`src/rtl/psbp_queue.sv`:
```
// ----------------------------------------------------------------------------
// psbp_queue
// Two-entry queue between the front and the back.
// ----------------------------------------------------------------------------
`default_nettype none

module psbp_queue #(
  parameter int W = 8
) (
  input  wire          clk,
  input  wire          rst,
  input  wire          push,
  input  wire [W-1:0]  wr_data,
  input  wire          pop,
  output logic [W-1:0] rd_data,
  output logic         empty,
  output logic         full
);
  logic [W-1:0] slot [2];
  logic         wr_ptr, rd_ptr;
  logic [1:0]   count;

  always_ff @(posedge clk) begin
    if (rst) begin
      wr_ptr <= 1'b0;
      rd_ptr <= 1'b0;
      count  <= 2'd0;
    end else begin
      if (push) wr_ptr <= ~wr_ptr;
      if (pop)  rd_ptr <= ~rd_ptr;
      count <= count + 2'(push) - 2'(pop);
    end
  end

  always_ff @(posedge clk) begin
    if (push) slot[wr_ptr] <= wr_data;
  end

  assign rd_data = slot[rd_ptr];
  assign empty   = (count == 2'd0);
  assign full    = (count == 2'd2);

endmodule

`default_nettype wire

```
`config.mk`:
```
export PLATFORM = sky130hd
export DESIGN_NAME = psbp_queue
export DESIGN_NICKNAME = d
export VERILOG_FILES = /design/src/rtl/psbp_queue.sv
export SDC_FILE = /design/constraint.sdc
export NUM_CORES = 1
export LEC_CHECK = 0
export BUFFER_PORTS_ARGS = -buffer_cell sky130_fd_sc_hd__buf_2
export CAP_MARGIN = 20
export CORE_MARGIN = 2
export CORE_UTILIZATION = 52
export DETAILED_ROUTE_END_ITERATION = 6
export PLACE_DENSITY = 0.86
export SLEW_MARGIN = 25
export SYNTH_ARGS = -nofsm -noshare
export SYNTH_HDL_FRONTEND = slang
export SYNTH_SLANG_ARGS = --single-unit
```
`constraint.sdc`:
```
create_clock -name clk -period 3.15 [get_ports clk]
set_input_delay 0.7875 -clock clk [delete_from_list [all_inputs] [get_ports clk]]
set_output_delay 0.7875 -clock clk [all_outputs]
set_load 0.01 [all_outputs]
```
==> results by group <==
Cells and area
  • Antenna Diode Count: 0
  • Register area: 581 um2
  • Fin nets: 85
  • Finished Layout Cells: 86
  • FILL cells: 121
  • Share of cells above drive strength 1: 0.471
  • Area occupied by multi-input gates: 199 um2
  • Area growth, synth to finish: 18.6%

Worst setup path
  • Arr. time, crit path: 1340 ps
  • Kind of critical path: flip-flop to output pin
  • Worst EP required: 2360 ps
  • Crit Path Max Fanout: 8
  • Type of origin of the critical path: flip-flop
  • Critical path endpoint category: output pin

Clock network
  • H-tree depth: 1
  • CTS Hold Bufs: 0
  • Worst-Skew Late Latency: 300 ps
  • Worst-path clk slew: 100 ps
  • Post CTS Setup Buffer Count: 0
  • Root buffer cell: clkbuf_4
  • CTS Buf Count: 3
  • CTS tree: built
  • Clk sinks: 21
  • Post-cts sizing count: 0
  • Maximum clock path buffer count: 2

Placement
  • HPWL Detailed: 765 um
  • Gp weighted congestion: 0.692
  • Port buffer count: 21
  • Placed cell count: 82

Logic synthesis
  • Synth top area cells: edfxtp_1, dfxtp_1, mux2_2
  • Seq cells post-synth: 21
  • Adder-cell share of the synthesized area: 0.0316
  • Post-synth EDFFs: 16
  • Most numerous cell in the Yosys netlist: edfxtp_1
  • Synth area leader: edfxtp_1
  • Most used DFF post-synth: edfxtp_1
  • Mapped Cells: 46
  • Synth cell types: 11
  • Seq/Total Area, Yosys: 0.733
  • Synth top cells by count: edfxtp_1, mux2_2, dfxtp_1, nor2_1, nor2b_1
  • Yosys top cell area share: 0.607
  • Ys async rst share: 0
  • Syn. warnings: 0
  • Multiplexer share of the synthesized area: 0.114
  • Mean Syn Cell Area: 17.2 um2
  • Net Count, Synth: 60
  • Post-synthesis compound-gate area fraction: 0
  • Post-Synth Simple-Gate Area: 0.0553
  • Xor-xnor portion of the synthesized cell area: 0.0506
  • Main combinational cell family by area after synthesis: multiplexers
  • Netlist Area Pre-Place: 792 um2

STA
  • Final Max Slew Viols: 0
  • Max-slew headroom: 0.540
  • Max Freq: 469 MHz
  • Fin Setup TNS: 0 ps
  • Worst Clk Skew: 3.59 ps
  • Final Hold Vio Count: 0
  • RSZ-0062 raised after global routing: false
  • # setup viols final: 0
  • Slew @ Worst Pin: 688 ps
  • Crit share post-route: 0.677
  • Tmin final: 2130 ps

Routing
  • Post-DR vias/cell: 4.97
  • Drt initial violations: 3
  • DRT antenna net count: 0
  • Drt drc: 0
  • Detailed Route WL: 1.03 mm
  • Router iterations before antenna repair: 2
  • Vias: 427
  • Drt wl/cell: 12.0 um

Pwr
  • Leakage: 0.382 nW
  • P per Cell Area: 579 nW/um2
  • Max VDD drop: 0.347 mV

Global route
  • Global-route wire length before repair: 1.73 mm
  • Grt total ovfl: 0
  • Number of global-route vias before repair: 398
  • GRT Resource Usage Total: 0.137
  • Initial antenna violation count: 0
  • Largest net degree at the start of global routing: 13

Die
  • Row count: 14
  • Die Wd: 43.0 um
  • # IOs: 22
  • Initial core utilization: 0.538
  • Full die area: 1850 um2
  • Placeable Area: 1470 um2
  • Die Ht: 43.0 um

Hold path
  • Hold/Removal Path Class: flip-flop to flip-flop

Status
  • Status: finished clean

Job
  • Max-cap viol count: 0
==> kinds of logic (layout without fill, tap and decap cells) <==
logic type    count (synthesis)  in the layout
flops                        21             21
buf+inv                       3             27
xor+xnor                      3              3
mux                           8              8
simple gates                  9              9
fa+ha+maj                     2              2
==> layout make-up <==
| type | count | share of cell area |
|---|---|---|
| Clock buffer | 3 | 0.0240 |
| Tap cell | 16 | 0.0213 |
| Sequential cell | 21 | 0.618 |
| Multi-Input combinational cell | 22 | 0.212 |
| Timing Repair Buffer | 21 | 0.112 |
| Inverter | 2 | 0.00799 |
| Clock inverter | 1 | 0.00533 |
==> worst max-delay path, stage by stage, from the launching register on <==
cell	delay, ps
dfxtp_1	530
mux2_2	380
buf_2	140
==> registers in the layout (all words and copies together), names as in the netlist, named ones only <==
name    count
wr_ptr      1
count       2
slot       16
rd_ptr      1
==> metrics by stage <==
| stage | instance area, um2 | setup slack, ps | hold slack [ps] | utilization | total power, mW |
|---|---|---|---|---|---|
| 2_1_floorplan | 792 | 1540 | 480 | - | 0.396 |
| 3_3_place_gp | 912 | 1340 | 499 | 0.620 | 0.426 |
| 3_5_place_dp | 912 | 1260 | 513 | 0.620 | 0.430 |
| 4_1_cts | 940 | 996 | 541 | 0.639 | 0.551 |
| 5_1_grt | 940 | 903 | 586 | 0.639 | 0.574 |
| 6_report | 940 | 1020 | 535 | 0.639 | 0.544 |
==> power breakdown <==
part | switching (mW) | internal [mW]
sequential | 0.0123 | 0.322
clock | 0.0750 | 0.0474
combinational | 0.0384 | 0.0494
total | 0.126 | 0.418
==> placed cells by master, fill, tap and decap left out <==
cell,count
buf_2,21
edfxtp_1,16
and2_1,1
clkinv_2,1
inv_1,2
nor2b_1,3
clkbuf_4,3
dfxtp_1,5
nor2_1,5
mux2_2,8
xnor3_1,1
ha_1,2
xnor2_1,2
==> layer usage <==
layer	GRT usage	wire [um]
met3	0.0255	44
met1	0.159	432
met4	0.127	38
met2	0.209	518
met5	0	0
==> worst paths after layout <==
path              from         end  slack [ps]  depth (start not counted)
max reg2reg     wr_ptr  slot[0][3]        1910                          1
max          flip-flop  rd_data[1]        1020                          2
min             rd_ptr      rd_ptr         530                          2
min reg2reg     rd_ptr      rd_ptr         530                          2
Note: power is estimated with default switching activity, not from simulation.
