$ cat src/rtl/psbp_pkg.sv
// ----------------------------------------------------------------------------
// psbp_pkg
// Types, widths and codes shared by the packet sequence block placer.
// ----------------------------------------------------------------------------
`default_nettype none

package psbp_pkg;

  localparam int FLEN_W     = 16;
  localparam int HDR_W      = 40;
  localparam int ANT_W      = 16;
  localparam int SEQ_W      = 35;
  localparam int CG_W       = 10;
  localparam int SNAP_W     = 10;
  localparam int PPB_W      = 21;
  localparam int KIND_W     = 3;
  localparam int OFF_W      = 20;
  localparam int SLOT_W     = 5;
  localparam int TOT_W      = 48;
  localparam int CFG_IDX_W  = 3;
  localparam int CFG_DATA_W = 35;

  // seq * channel_groups * snapshots
  localparam int PROD_W = SEQ_W + CG_W + SNAP_W;
  // ant * channel_groups
  localparam int AG_W   = ANT_W + CG_W;

  // x / 3 for a 26-bit x: (x * ceil(2^27 / 3)) >> 27
  localparam int            DIV3_SHIFT = AG_W + 1;
  localparam logic [AG_W-1:0] DIV3_RECIP = 26'd44739243;

  localparam int TEMP_DEPTH_DEF = 32;
  localparam int INDEX_BITS_DEF = 48;
  localparam int MAX_BLOCK_DEF  = 1048576;

  localparam logic [SEQ_W-1:0] NEVER_START = 35'd10000;
  localparam logic [SEQ_W-1:0] START_LEAD  = 35'd50;

  localparam logic [SEQ_W-1:0]  START_RESET = NEVER_START;
  localparam logic [PPB_W-1:0]  PPB_RESET   = 21'd1048576;

  typedef enum logic [KIND_W-1:0] {
    K_BAD_LEN       = 3'd0,
    K_NOT_ARMED     = 3'd1,
    K_PLACED        = 3'd2,
    K_DEFERRED      = 3'd3,
    K_DISCARDED     = 3'd4,
    K_BLOCK_DONE    = 3'd5,
    K_DRAIN_PLACED  = 3'd6,
    K_DRAIN_DISCARD = 3'd7
  } kind_t;

  typedef enum logic [CFG_IDX_W-1:0] {
    CFG_START_SEQUENCE    = 3'd0,
    CFG_FRAME_LENGTH      = 3'd1,
    CFG_CHANNEL_GROUPS    = 3'd2,
    CFG_SNAPSHOTS         = 3'd3,
    CFG_PACKETS_PER_BLOCK = 3'd4
  } cfg_reg_t;

  typedef struct packed {
    logic [FLEN_W-1:0] frame_length;
    logic [HDR_W-1:0]  header_bytes;
    logic [ANT_W-1:0]  antenna_word;
  } in_item_t;

  typedef struct packed {
    logic [KIND_W-1:0] result_kind;
    logic              buffer_half;
    logic [OFF_W-1:0]  packet_offset;
    logic [SLOT_W-1:0] temp_slot;
    logic [PPB_W-1:0]  dropped_in_block;
    logic [TOT_W-1:0]  received_total;
    logic [TOT_W-1:0]  dropped_total;
    logic              last_of_run;
  } out_item_t;

  typedef struct packed {
    logic [SEQ_W-1:0]  start_sequence;
    logic [FLEN_W-1:0] expected_frame_length;
    logic [CG_W-1:0]   channel_groups;
    logic [SNAP_W-1:0] snapshots;
    logic [PPB_W-1:0]  packets_per_block;
  } cfg_t;

  typedef enum logic [1:0] {F_IDLE, F_MUL1, F_MUL2, F_PUSH} front_state_t;

  typedef enum logic [2:0] {
    B_IDLE, B_EVAL, B_PLACE, B_DONE, B_READ, B_DRAIN
  } back_state_t;

endpackage

`default_nettype wire

$ cat src/rtl/psbp_back.sv
// ----------------------------------------------------------------------------
// psbp_back
// Arms, places, defers or discards each packet, closes blocks and drains
// the temp store into the new block.
// ----------------------------------------------------------------------------
`default_nettype none

module psbp_back #(
  parameter int INDEX_BITS        = psbp_pkg::INDEX_BITS_DEF,
  parameter int TEMP_DEPTH        = psbp_pkg::TEMP_DEPTH_DEF,
  parameter int MAX_BLOCK_PACKETS = psbp_pkg::MAX_BLOCK_DEF,
  localparam int REC_W = 1 + psbp_pkg::SEQ_W + 2 * INDEX_BITS
) (
  input  wire                 clk,
  input  wire                 rst,
  input  psbp_pkg::cfg_t      cfg,
  input  wire [REC_W-1:0]     rec,
  input  wire                 empty,
  output logic                pop,
  output logic                out_valid,
  input  wire                 out_ready,
  output psbp_pkg::out_item_t out_data
);
  import psbp_pkg::*;

  localparam int CW = $clog2(TEMP_DEPTH + 1);
  localparam int AW = (TEMP_DEPTH > 1) ? $clog2(TEMP_DEPTH) : 1;
  localparam logic [CW-1:0] DEPTH_C = CW'(TEMP_DEPTH);

  back_state_t           state, state_next;
  logic                  r_bad;
  logic [SEQ_W-1:0]      r_seq;
  logic [INDEX_BITS-1:0] r_idx, r_ws0;
  logic                  armed, armed_next;
  logic                  started, started_next;
  logic [INDEX_BITS-1:0] window_start, window_start_next;
  logic [PPB_W-1:0]      block_fill, block_fill_next;
  logic                  active_half, active_half_next;
  logic [CW-1:0]         deferred_count, deferred_count_next;
  logic [CW-1:0]         drain_i, drain_i_next;
  logic [TOT_W-1:0]      received_count, received_count_next;
  logic [TOT_W-1:0]      dropped_count, dropped_count_next;
  logic [INDEX_BITS-1:0] mem [TEMP_DEPTH];
  logic [INDEX_BITS-1:0] rd_data;
  logic                  wr_en;
  logic [PPB_W-1:0]      n, drop;
  logic [SEQ_W-1:0]      thr;
  logic                  slot_free, emit;
  out_item_t             emit_data;

  function automatic logic in_block(input logic [INDEX_BITS-1:0] idx,
                                    input logic [INDEX_BITS-1:0] ws,
                                    input logic [PPB_W-1:0] size);
    logic [INDEX_BITS-1:0] diff;
    diff = idx - ws;
    return (idx >= ws) && (diff < INDEX_BITS'(size));
  endfunction

  // clamp block size to 1..MAX_BLOCK_PACKETS
  always_comb begin
    if (cfg.packets_per_block == '0) begin
      n = PPB_W'(1);
    end else if (32'(cfg.packets_per_block) > 32'(MAX_BLOCK_PACKETS)) begin
      n = PPB_W'(MAX_BLOCK_PACKETS);
    end else begin
      n = cfg.packets_per_block;
    end
  end

  assign thr       = (cfg.start_sequence > START_LEAD) ? cfg.start_sequence - START_LEAD : '0;
  assign drop      = (block_fill < n) ? n - block_fill : '0;
  assign slot_free = !out_valid || out_ready;

  always_comb begin
    state_next           = state;
    armed_next           = armed;
    started_next         = started;
    window_start_next    = window_start;
    block_fill_next      = block_fill;
    active_half_next     = active_half;
    deferred_count_next  = deferred_count;
    drain_i_next         = drain_i;
    received_count_next  = received_count;
    dropped_count_next   = dropped_count;
    pop                  = 1'b0;
    wr_en                = 1'b0;
    emit                 = 1'b0;
    emit_data            = '0;
    emit_data.received_total = received_count;
    emit_data.dropped_total  = dropped_count;
    case (state)
      B_IDLE: begin
        if (!empty) begin
          pop        = 1'b1;
          state_next = B_EVAL;
        end
      end
      B_EVAL: begin
        if (slot_free) begin
          if (r_bad) begin
            emit                  = 1'b1;
            emit_data.result_kind = K_BAD_LEN;
            emit_data.last_of_run = 1'b1;
            state_next            = B_IDLE;
          end else if (!armed && !(r_seq >= thr && cfg.start_sequence != NEVER_START)) begin
            emit                  = 1'b1;
            emit_data.result_kind = K_NOT_ARMED;
            emit_data.last_of_run = 1'b1;
            state_next            = B_IDLE;
          end else begin
            armed_next = 1'b1;
            if (!started) begin
              started_next      = 1'b1;
              window_start_next = r_ws0;
            end
            state_next = B_PLACE;
          end
        end
      end
      B_PLACE: begin
        if (slot_free) begin
          emit = 1'b1;
          if (in_block(r_idx, window_start, n)) begin
            block_fill_next         = block_fill + PPB_W'(1);
            emit_data.result_kind   = K_PLACED;
            emit_data.buffer_half   = active_half;
            emit_data.packet_offset = OFF_W'(r_idx - window_start);
          end else if (r_idx > window_start && deferred_count < DEPTH_C) begin
            wr_en                   = 1'b1;
            deferred_count_next     = deferred_count + CW'(1);
            emit_data.result_kind   = K_DEFERRED;
            emit_data.temp_slot     = SLOT_W'(deferred_count);
          end else begin
            emit_data.result_kind   = K_DISCARDED;
          end
          if (block_fill_next >= n || deferred_count_next >= DEPTH_C) begin
            state_next = B_DONE;
          end else begin
            emit_data.last_of_run = 1'b1;
            state_next            = B_IDLE;
          end
        end
      end
      B_DONE: begin
        if (slot_free) begin
          received_count_next        = received_count + TOT_W'(block_fill);
          dropped_count_next         = dropped_count + TOT_W'(drop);
          emit                       = 1'b1;
          emit_data.result_kind      = K_BLOCK_DONE;
          emit_data.buffer_half      = active_half;
          emit_data.dropped_in_block = drop;
          emit_data.received_total   = received_count_next;
          emit_data.dropped_total    = dropped_count_next;
          emit_data.last_of_run      = (deferred_count == '0);
          window_start_next          = window_start + INDEX_BITS'(n);
          block_fill_next            = '0;
          active_half_next           = ~active_half;
          drain_i_next               = '0;
          state_next = (deferred_count == '0) ? B_IDLE : B_READ;
        end
      end
      B_READ: state_next = B_DRAIN;
      B_DRAIN: begin
        if (slot_free) begin
          emit                = 1'b1;
          emit_data.temp_slot = SLOT_W'(drain_i);
          if (in_block(rd_data, window_start, n)) begin
            block_fill_next         = block_fill + PPB_W'(1);
            emit_data.result_kind   = K_DRAIN_PLACED;
            emit_data.buffer_half   = active_half;
            emit_data.packet_offset = OFF_W'(rd_data - window_start);
          end else begin
            emit_data.result_kind   = K_DRAIN_DISCARD;
          end
          if (drain_i + CW'(1) == deferred_count) begin
            emit_data.last_of_run = 1'b1;
            deferred_count_next   = '0;
            state_next            = B_IDLE;
          end else begin
            drain_i_next = drain_i + CW'(1);
            state_next   = B_READ;
          end
        end
      end
      default: state_next = B_IDLE;
    endcase
  end

  always_ff @(posedge clk) begin
    if (rst) begin
      state          <= B_IDLE;
      armed          <= 1'b0;
      started        <= 1'b0;
      window_start   <= '0;
      block_fill     <= '0;
      active_half    <= 1'b0;
      deferred_count <= '0;
      drain_i        <= '0;
      received_count <= '0;
      dropped_count  <= '0;
      out_valid      <= 1'b0;
    end else begin
      state          <= state_next;
      armed          <= armed_next;
      started        <= started_next;
      window_start   <= window_start_next;
      block_fill     <= block_fill_next;
      active_half    <= active_half_next;
      deferred_count <= deferred_count_next;
      drain_i        <= drain_i_next;
      received_count <= received_count_next;
      dropped_count  <= dropped_count_next;
      if (emit) begin
        out_valid <= 1'b1;
      end else if (out_ready) begin
        out_valid <= 1'b0;
      end
    end
  end

  always_ff @(posedge clk) begin
    if (pop) begin
      {r_bad, r_seq, r_idx, r_ws0} <= rec;
    end
    if (emit) begin
      out_data <= emit_data;
    end
  end

  // temp store: one write and one registered read per cycle
  always_ff @(posedge clk) begin
    if (wr_en) mem[deferred_count[AW-1:0]] <= r_idx;
    rd_data <= mem[drain_i[AW-1:0]];
  end

endmodule

`default_nettype wire

$ cat config.mk
export PLATFORM = sky130hd
export DESIGN_NAME = psbp_back
export DESIGN_NICKNAME = d
export VERILOG_FILES = /design/src/rtl/psbp_pkg.sv /design/src/rtl/psbp_back.sv
export SDC_FILE = /design/constraint.sdc
export NUM_CORES = 2
export LEC_CHECK = 0
export BUFFER_PORTS_ARGS = -buffer_cell sky130_fd_sc_hd__buf_2
export CAP_MARGIN = 15
export CORE_MARGIN = 10
export CORE_UTILIZATION = 60
export CTS_CLUSTER_DIAMETER = 120
export DETAILED_ROUTE_END_ITERATION = 10
export PLACE_DENSITY = 0.78
export SKIP_LAST_GASP = 1
export SLEW_MARGIN = 40
export SYNTH_ARGS = -nofsm -noshare
export SYNTH_HDL_FRONTEND = slang
export SYNTH_SLANG_ARGS = --single-unit
export TNS_END_PERCENT = 1
$ cat constraint.sdc
create_clock -name clk -period 19.6 [get_ports clk]
set_input_delay 0.98 -clock clk [delete_from_list [all_inputs] [get_ports clk]]
set_output_delay 0.98 -clock clk [all_outputs]
set_load 0.005 [all_outputs]
==> flow_summary.json <==
{
  "clockBufferDepth": 3,
  "drt-initial-drc-count": 7549,
  "drive_gt1_frac": 0.222,
  "cpPeakStageDelay_ps": 650,
  "fillers": 9367,
  "cp_data_arrival_time_ps": 10730,
  "ir_drop_mv": 0.0890,
  "io_pins": 377,
  "ys.flop_type": "edfxtp_1",
  "place_area_um2": 94300,
  "worstPathMaxFanout": 36,
  "die_x_um": 407,
  "p_per_area_nw_per_um2": 92.2,
  "max_freq_mhz": 99.8,
  "rsz0062_at_grt": "false",
  "grt_remaining_overflow": 0,
  "dpl.hpwl_um": 146000,
  "hold_buffers": 0,
  "gp_congestion": 0.943,
  "crit_type": "reg -> reg",
  "routedWlPerCell_um": 30.9,
  "slew_headroom": 0.378,
  "ant_nets": 0,
  "period_needed_ps": 10020,
  "synth_area_um2": 89800,
  "crit_required_ps": 20310,
  "cts_setup_buffers": 0,
  "yosysWarnings": 0,
  "syn-instance-count": 5655,
  "period_share": 0.511,
  "grt_pass1_wl_um": 367000,
  "rows": 141,
  "cp-end-kind": "flip-flop",
  "slowest_stage": "o21ai_0",
  "power_leakage_nw": 34.3,
  "core_um2": 148000,
  "worst_pin_slew_ps": 932,
  "nNetsFinal": 6587,
  "dr.pass1.iters": 6,
  "yosys.area.top_type": "edfxtp_1",
  "timing.rr.start": "r_idx[0]$_DFFE_PP_",
  "startpoint_type": "flip-flop",
  "layout_common_cells": "edfxtp_1 (1,815), mux4_2 (480), nand2_1 (349), buf_2 (339), ha_1 (284)",
  "synth_top_area_frac": 0.607,
  "synthTopCellsByArea": "edfxtp_1 (61%), mux4_2 (12%), dfxtp_1 (5.1%), ha_1 (4.0%), nand2_1 (1.5%)",
  "first_global_vias": 54225,
  "hold_start": "rec[87]",
  "fin_util": 0.684,
  "cts_buffers": 196,
  "routed_via_density": 6.69,
  "crit_path_start": "r_idx[0]$_DFFE_PP_",
  "synth_nets": 6173,
  "yosys.cell_types.count": 91,
  "clock_sinks": 2046,
  "synth-edff-count": 1815,
  "status": "finished, final reports clean",
  "die_area_um2": 166000,
  "clock_skew_ps": 68.6,
  "cap_violations": 0,
  "vias": 54691,
  "async_flop_share": 0,
  "ys_seq_area_frac": 0.658,
  "crit_top_cell": "o21ai_0",
  "die_h_um": 407,
  "mostFrequentLayoutCell": "edfxtp_1",
  "finalSetupTns_ps": 0,
  "hold_class": "in -> reg",
  "final_cell_area_um2": 101000,
  "synthToLayoutAreaGrowth_pct": 12.9,
  "clk_pin_slew_ps": 70,
  "drt-total-wl_um": 253000,
  "hold_viol_final": 0,
  "synth_seq_cells": 2046,
  "slew_violations": 0,
  "cts_resized": 0,
  "htreeDepth": 4,
  "start_util": 0.606,
  "clock_latency_ps": 850,
  "drc": 0,
  "finalSetupViolCount": 0,
  "io_buffers": 340,
  "grt_usage": 0.302,
  "avgSynthCellArea_um2": 15.9,
  "antenna_found_initial": 12,
  "cts_tree": "yes",
  "grt_start_max_net_pins": 124,
  "root_buffer": "clkbuf_16"
}
==> where the power goes <==
part           internal (mW)  leakage [nW]  switching (mW)
sequential              4.81          18.4          0.0340
clock                   2.28          3.30            1.71
combinational          0.177          12.5           0.345
==> synthesized netlist by cell type, types with 13 or more instances <==
cell type,n
mux4_2,480
o31ai_1,23
a211oi_1,45
and3_1,37
clkbuf_1,199
xnor2_1,143
o21a_1,31
nor2_1,287
nor4_1,35
or3_1,35
edfxtp_1,1815
nand3_1,97
ha_1,284
xor2_1,101
o21bai_1,17
a311oi_1,13
o211ai_1,16
a22o_1,34
buf_1,45
o21ai_0,185
a21oi_1,249
nor3_1,75
a31oi_1,27
or2_2,14
nand2_1,352
nand2b_1,32
nand4_1,71
a21o_1,106
inv_1,161
a22oi_1,14
dfxtp_1,231
and2_1,106
nor2b_1,31
nor3b_1,13
mux2_2,52
==> per-stage QoR <==
stage / setup WS (ps) / cells / total power [mW] / hold WS, ps
CTS: 9490 / 8160 / 9.37 / 265
finish: 9580 / 8177 / 9.35 / 304
global route: 9170 / 8174 / 9.60 / 286
detailed placement: 9540 / 7788 / 5.44 / 480
global placement: 9590 / 7780 / 5.42 / 468
floorplan: 7830 / 5655 / 5.25 / 458
==> kinds of logic (layout without fill, tap and decap cells) <==
logic type | count (synthesis) | after routing | synth area share
other | 0 | 4 | 0
buffers and inverters | 413 | 1001 | 0.0175
AND/OR/NAND/NOR | 1232 | 1232 | 0.0675
flip-flops | 2046 | 2046 | 0.658
adder cells (fa/ha/maj) | 290 | 290 | 0.0409
multiplexers | 540 | 540 | 0.128
XOR/XNOR | 244 | 244 | 0.0238
AO/OA/AOI/OAI | 890 | 890 | 0.0644
==> layer usage <==
layer  vias up  wire, um  track usage
li1      23167         -            -
met1     27341     92200        0.411
met2      3545    120000        0.480
met3       630     29600       0.0643
met4         8     10500        0.119
met5         -        49            0
==> flip-flops by register name (all words and copies together) (netlist names) <==
| register | cells |
|---|---|
| mem | 1536 |
| out_data | 147 |
| dropped_count | 48 |
| r_idx | 48 |
| r_ws0 | 48 |
| rd_data | 48 |
| received_count | 48 |
| window_start | 48 |
| r_seq | 35 |
| block_fill | 21 |
| deferred_count | 6 |
| drain_i | 6 |
| state | 3 |
| active_half | 1 |
| out_valid | 1 |
| r_bad | 1 |
| started | 1 |
==> final cells by class <==
class / instances / area (um^2) / share of cell area
antenna: 4 / 10.0 / 0.0000987
clock buffer: 242 / 5210 / 0.0514
multi-input combinational: 3196 / 29400 / 0.290
clock inverter: 130 / 1610 / 0.0158
timing repair buffer: 467 / 3000 / 0.0296
sequential: 2046 / 59100 / 0.583
tap: 1930 / 2410 / 0.0238
inverter: 162 / 608 / 0.00600
==> path summary, 6_finish.rpt <==
path,end,slack [ps],depth (start not counted)
worst min-delay path,r_idx[39]$_DFFE_PP_,300,1
worst min register to register,received_count[12]$_SDFFE_PP0P_,490,2
worst max register to register,state[0]$_SDFFE_PP0P_,9580,37
worst max-delay path,state[0]$_SDFFE_PP0P_,9580,37
==> critical path, delay by kind of cell, from the launching register on <==
kind | cells | cell delay, ps
AO/OA/AOI/OAI | 23 | 6200
adder cells (fa/ha/maj) | 4 | 1220
AND/OR/NAND/NOR | 6 | 1020
buffers and inverters | 3 | 580
flip-flops | 1 | 550
XOR/XNOR | 1 | 300
No activity file was read; power rests on OpenSTA's default activity.
